==> src/sv/tcc_div.sv <==
// Pipelined restoring divider, one quotient bit per stage, with side payload.
module tcc_div #(
	parameter int DVD_W  = 40,
	parameter int DSR_W  = 42,
	parameter int QUO_W  = 17,
	parameter int SIDE_W = 1
) (
	input  logic              clk,
	input  logic              arst_n,
	input  logic              en,
	input  logic              in_vld,
	input  logic [DVD_W-1:0]  dvd,
	input  logic [DSR_W-1:0]  dsr,
	input  logic [SIDE_W-1:0] side_in,
	output logic              out_vld,
	output logic [QUO_W-1:0]  quo,
	output logic [DVD_W-1:0]  rem,
	output logic [SIDE_W-1:0] side_out
);

	localparam int CW = (DVD_W > DSR_W) ? DVD_W : DSR_W;

	logic              vld_s  [QUO_W];
	logic [DVD_W-1:0]  rem_s  [QUO_W];
	logic [DSR_W-1:0]  dsr_s  [QUO_W];
	logic [QUO_W-1:0]  quo_s  [QUO_W];
	logic [SIDE_W-1:0] side_s [QUO_W];

	genvar i;
	for (i = 0; i < QUO_W; i++) begin : g_stage
		localparam int SH = QUO_W - 1 - i;
		logic              pv;
		logic [DVD_W-1:0]  prem;
		logic [DSR_W-1:0]  pdsr;
		logic [QUO_W-1:0]  pquo;
		logic [SIDE_W-1:0] pside;
		logic              fit;
		logic [DVD_W-1:0]  nrem;

		if (i == 0) begin : g_first
			assign pv    = in_vld;
			assign prem  = dvd;
			assign pdsr  = dsr;
			assign pquo  = '0;
			assign pside = side_in;
		end else begin : g_next
			assign pv    = vld_s[i-1];
			assign prem  = rem_s[i-1];
			assign pdsr  = dsr_s[i-1];
			assign pquo  = quo_s[i-1];
			assign pside = side_s[i-1];
		end

		always_comb begin
			fit  = (CW'(prem) >> SH) >= CW'(pdsr);
			nrem = fit ? DVD_W'(CW'(prem) - (CW'(pdsr) << SH)) : prem;
		end

		always_ff @(posedge clk or negedge arst_n) begin
			if (!arst_n) begin
				vld_s[i] <= 1'b0;
			end else if (en) begin
				vld_s[i] <= pv;
			end
		end

		always_ff @(posedge clk) begin
			if (en) begin
				rem_s[i]  <= nrem;
				dsr_s[i]  <= pdsr;
				quo_s[i]  <= pquo | (QUO_W'(fit) << SH);
				side_s[i] <= pside;
			end
		end
	end

	assign out_vld  = vld_s[QUO_W-1];
	assign quo      = quo_s[QUO_W-1];
	assign rem      = rem_s[QUO_W-1];
	assign side_out = side_s[QUO_W-1];

endmodule

==> config.mk <==
export PLATFORM = sky130hd
export DESIGN_NAME = tcc_div
export DESIGN_NICKNAME = d
export VERILOG_FILES = /design/src/sv/tcc_div.sv
export SDC_FILE = /design/constraint.sdc
export NUM_CORES = 2
export LEC_CHECK = 0
export BUFFER_PORTS_ARGS = -buffer_cell sky130_fd_sc_hd__buf_4
export CORE_MARGIN = 2
export CORE_UTILIZATION = 55
export DETAILED_ROUTE_END_ITERATION = 10
export PLACE_DENSITY = 0.75
export SYNTH_ARGS = -nofsm -noshare
export SYNTH_HDL_FRONTEND = slang
export SYNTH_SLANG_ARGS = --single-unit
==> constraint.sdc <==
create_clock -name clk -period 7.14 [get_ports clk]
set_input_delay 0.357 -clock clk [delete_from_list [all_inputs] [get_ports clk]]
set_output_delay 0.357 -clock clk [all_outputs]
set_load 0.005 [all_outputs]
==> run summary <==
The flow ran to the end, and the final reports show no timing, DRC or antenna violations. Share of the clock period used by the worst path: 0.6750. Type of origin of the critical path: a flip-flop. The run gives 0 as the final hold violation count. The number of setup buffers added after CTS is 0. From left edge to right edge, the die measures 389.5 um. The first global-routing pass estimated 269600 um of wire. The share of layout cells above drive strength 1 came out at 0.1010. In this design, the critical path's most frequently occurring cell is inv_1. The longest clock path from root to sink contains 3 buffers. After detailed routing, the average wire length per cell comes to 18.33 um. The run gives 146 as the number of top-level pins. The count of nets left with antenna violations once routing finished came out at 0.

Dominant synthesized flop cell: edfxtp_1. The post-synthesis cell count is 6850, and the total number of placement rows is 141. Compared with the post-synthesis result, the final layout area differs by 11.46%.

The critical path is of the reg2reg type. The tools report the number of resized instances in the post-cts repair step as 0. The count of cells in the finished layout, fillers not included, comes to 9215. At the end of routability-driven placement, the weighted congestion stood at 0.9889. In this run the standard cell core region covers 147700 um2.

On the final layout, the worst clock skew is 0.03408 ns. In this run the register-to-register setup slack is 2.32 ns. The die covers 151700 um2.

In the routed layout, each cell is associated on average with a via count of 5.692. The tools report the count of endpoints failing setup in the final report as 0. Of all nets on the critical path, the largest fanout is 60. For the number of levels the H-tree was split into, the log shows 4. The via count of the first global-routing pass was 54130. After layout, the minimum clock period comes to 4.819 ns. TritonCTS built the clock tree. The run gives 0 as the number of warnings reported in the yosys synthesis log. The number of clock buffers added by TritonCTS is 165. The number of flops mapped to enable cells by yosys came out at 1522. Worst max-slew margin expressed relative to the limit: 0.2154. For this run, the slowest stage of the critical path takes 0.54 ns.

The tools report the data arrival time of the critical path as 5.33 ns. The die is 389.5 um tall. IR analysis of the VDD net gives a maximum drop of 0.2215 mV.

After routing, the total negative slack on setup checks comes to 0 ns. Clock latency on the worst-skew pair, taken at its later pin, is 0.79 ns. The effective utilization at floorplan is 0.5536. The worst hold-check path type was in2reg.

For the pin with the worst max-slew slack, the measured transition is 1.177 ns. The total instance count after detailed placement was 8829; the number of antenna violations at the first check in global routing was 1. Clock-pin slew was measured on the worst setup and hold paths at 0.06 ns. The final core area utilization is 0.6171.

The analysis attributes to cell leakage a power of 0.03720 uW. Number of nets in the layout: 7800. Among all stages on the critical path, the largest delay is contributed by a311oi_2. The tools report the number of fill cells in the layout as 11220. Summed over all layers, the global routing overflow is 0. The synthesized netlist occupies a cell area of 81750 um2.

Entering global routing, the biggest net connects 180 pins. For this block, the initial DRC count from the detailed router was 2787. STA puts the critical path data required time at 7.65 ns. The tool flagged a number of max-cap violations equal to 0. The critical path goes through inv_1 > ha_1 > inv_1 > fa_1 > a21o_1 > a22oi_1 > a21oi_1 > a31oi_2 > o221ai_2 > a311oi_2 > o21ai_1 > a22oi_2 > buf_4 > mux2_2.

Async set or reset register ratio after synthesis: 0.01105. The run gives 0.5643 as the sequential share of the synthesized area. The library cell used as clock root buffer is clkbuf_16. In this run the tool buffered the top-level ports with 145 buffer cells. Setup repair after global routing left no endpoint under its margin. The total power per unit cell area works out to 246.5 nW/um2. The worst setup path is captured at a flip-flop.

Detailed placement ended at an HPWL of 126800 um. The count of cell types in the netlist was 105; the number of max-slew violations in the final report was 0. CTS saw 1539 sinks.

Timing would allow up to 0.2075 GHz. The tools report the final wirelength as 168900 um. The tools report the length of the first detailed-routing pass in iterations as 5.

The average instance area after synthesis was 11.93 um2. For the synthesized net count, the log shows 7498. The total global routing track utilization came out at 0.2224.

The final routed DRC violation total was 0; the post-synthesis sequential element count was 1539. The final route contains 52450 vias.
-- worst max-delay path: cells and delay by family, from the launching register on --
family / cells / cell delay, ns
fa+ha+maj: 2 / 0.58
compound gates: 8 / 2.46
mux: 1 / 0.39
flops: 1 / 0.37
buf+inv: 3 / 0.67
-- state kept, by name, indices dropped and copies added, names as in the netlist --
signal and cells:
dsr_s 672, g_stage.pv 16, out_vld 1, quo_s 153, rem_s 680, side_s 17
-- per-stage QoR --
step | hold WS (ns) | cell area (um2) | worst slack, ns | total power (uW)
after floorplan | 0.06141 | 81750 | 3.623 | 13420
after global placement | 0.2240 | 85070 | 2.515 | 14350
after detailed placement | 0.2272 | 85070 | 2.431 | 14460
after CTS | 0.1109 | 91100 | 2.399 | 22640
after global routing | 0.1581 | 91110 | 2.030 | 23450
final | 0.1269 | 91120 | 2.321 | 22460
-- per-layer routing --
layer / GRT usage / vias to the layer above / routed length [um]
li1: - / 25940 / -
met4: 0.1532 / 0 / 12570
met3: 0.02886 / 521 / 4897
met2: 0.4345 / 1142 / 92060
met5: 0 / - / 0
met1: 0.2132 / 24860 / 59390
-- layout by cell type (no fill, tap or decap), types with 194 or more instances in the layout --
cell      netlist  final
a21o_1        260    260
a21oi_1       474    474
edfxtp_1     1522   1522
ha_1          544    544
inv_1         684    684
mux2_2        200    200
nand2_1       500    500
nor2_1        310    310
o21ai_0       457    457
xnor2_1       255    255
xor2_1        194    194
-- cells by family (layout without fill, tap and decap cells) --
family | count (synthesis) | in the layout | synth area share
mux | 271 | 271 | 0.03917
compound gates | 1735 | 1735 | 0.1351
other cells | 0 | 5 | 0
buf+inv | 822 | 1252 | 0.03932
fa+ha+maj | 561 | 561 | 0.08742
xor+xnor | 449 | 449 | 0.04810
simple gates | 1473 | 1473 | 0.08667
flops | 1539 | 1539 | 0.5643
-- Yosys cell counts (13+ instances only) --
cell | count | area (um2)
edfxtp_1 | 1522 | 45700
inv_1 | 684 | 2567
ha_1 | 544 | 6807
nand2_1 | 500 | 1877
a21oi_1 | 474 | 2372
o21ai_0 | 457 | 2287
nor2_1 | 310 | 1164
a21o_1 | 260 | 1952
xnor2_1 | 255 | 2233
mux2_2 | 200 | 2252
xor2_1 | 194 | 1699
nand3_1 | 104 | 520.5
nand4_1 | 85 | 531.8
clkbuf_1 | 81 | 304.0
nor3_1 | 81 | 405.4
nor2b_1 | 73 | 456.7
o21a_1 | 72 | 540.5
o21bai_1 | 70 | 525.5
nand2b_1 | 68 | 425.4
a31oi_1 | 56 | 350.3
nor4_1 | 52 | 325.3
a211oi_1 | 47 | 352.8
and3_1 | 46 | 287.8
mux2_4 | 46 | 690.7
o31ai_1 | 42 | 315.3
buf_2 | 31 | 155.2
and2_1 | 29 | 181.4
or3_1 | 28 | 175.2
o21ai_1 | 26 | 130.1
o211ai_1 | 24 | 180.2
or2_2 | 23 | 143.9
mux2i_1 | 18 | 180.2
dfrtp_1 | 17 | 425.4
fa_1 | 17 | 340.3
a311oi_1 | 15 | 131.4
and4_1 | 15 | 131.4
or4_1 | 15 | 112.6
a21boi_0 | 14 | 105.1
buf_4 | 14 | 105.1
nor3b_1 | 13 | 97.59
o31a_1 | 13 | 113.9
-- final timing paths --
path                                   start  depth (start not counted)       endpoint
worst max-delay path            rem_s[12][3]                         14   rem_s[13][6]
worst min-delay path                      en                          1   side_s[0][0]
worst max register to register  rem_s[12][3]                         14   rem_s[13][6]
worst min register to register   rem_s[4][4]                          0    rem_s[5][4]
max in group asynchronous             arst_n                          3  g_stage[8].pv
min in group asynchronous             arst_n                          3  g_stage[1].pv
-- where the power goes --
| group | total [uW] | switching, uW | leakage, uW | internal [uW] |
|---|---|---|---|---|
| sequential | 10900 | 282 | 0.0151 | 10600 |
| clock | 8110 | 3490 | 0.00250 | 4620 |
| combinational | 3460 | 2000 | 0.0196 | 1460 |
| total | 22500 | 5770 | 0.0372 | 16700 |
-- timing repair --
item | 4_1_cts | 5_1_grt
endpoints found under the hold margin | 101 | 0
hold buffers | 86 | 0
setup endpoints to repair | 0 | 0
-- layout make-up --
cell class                      count  area, um2  share of cell area
Clock inverter                     89      889.6            0.009763
Sequential cell                  1539      46130              0.5063
Multi-Input combinational cell   4489      32480              0.3565
Tap cell                         1930       2415             0.02650
Clock buffer                      206       4283             0.04700
Timing Repair Buffer              271       2332             0.02560
Inverter                          686       2575             0.02826
Antenna cell                        5      12.51           0.0001373
No activity file was read; power rests on OpenSTA's default activity.
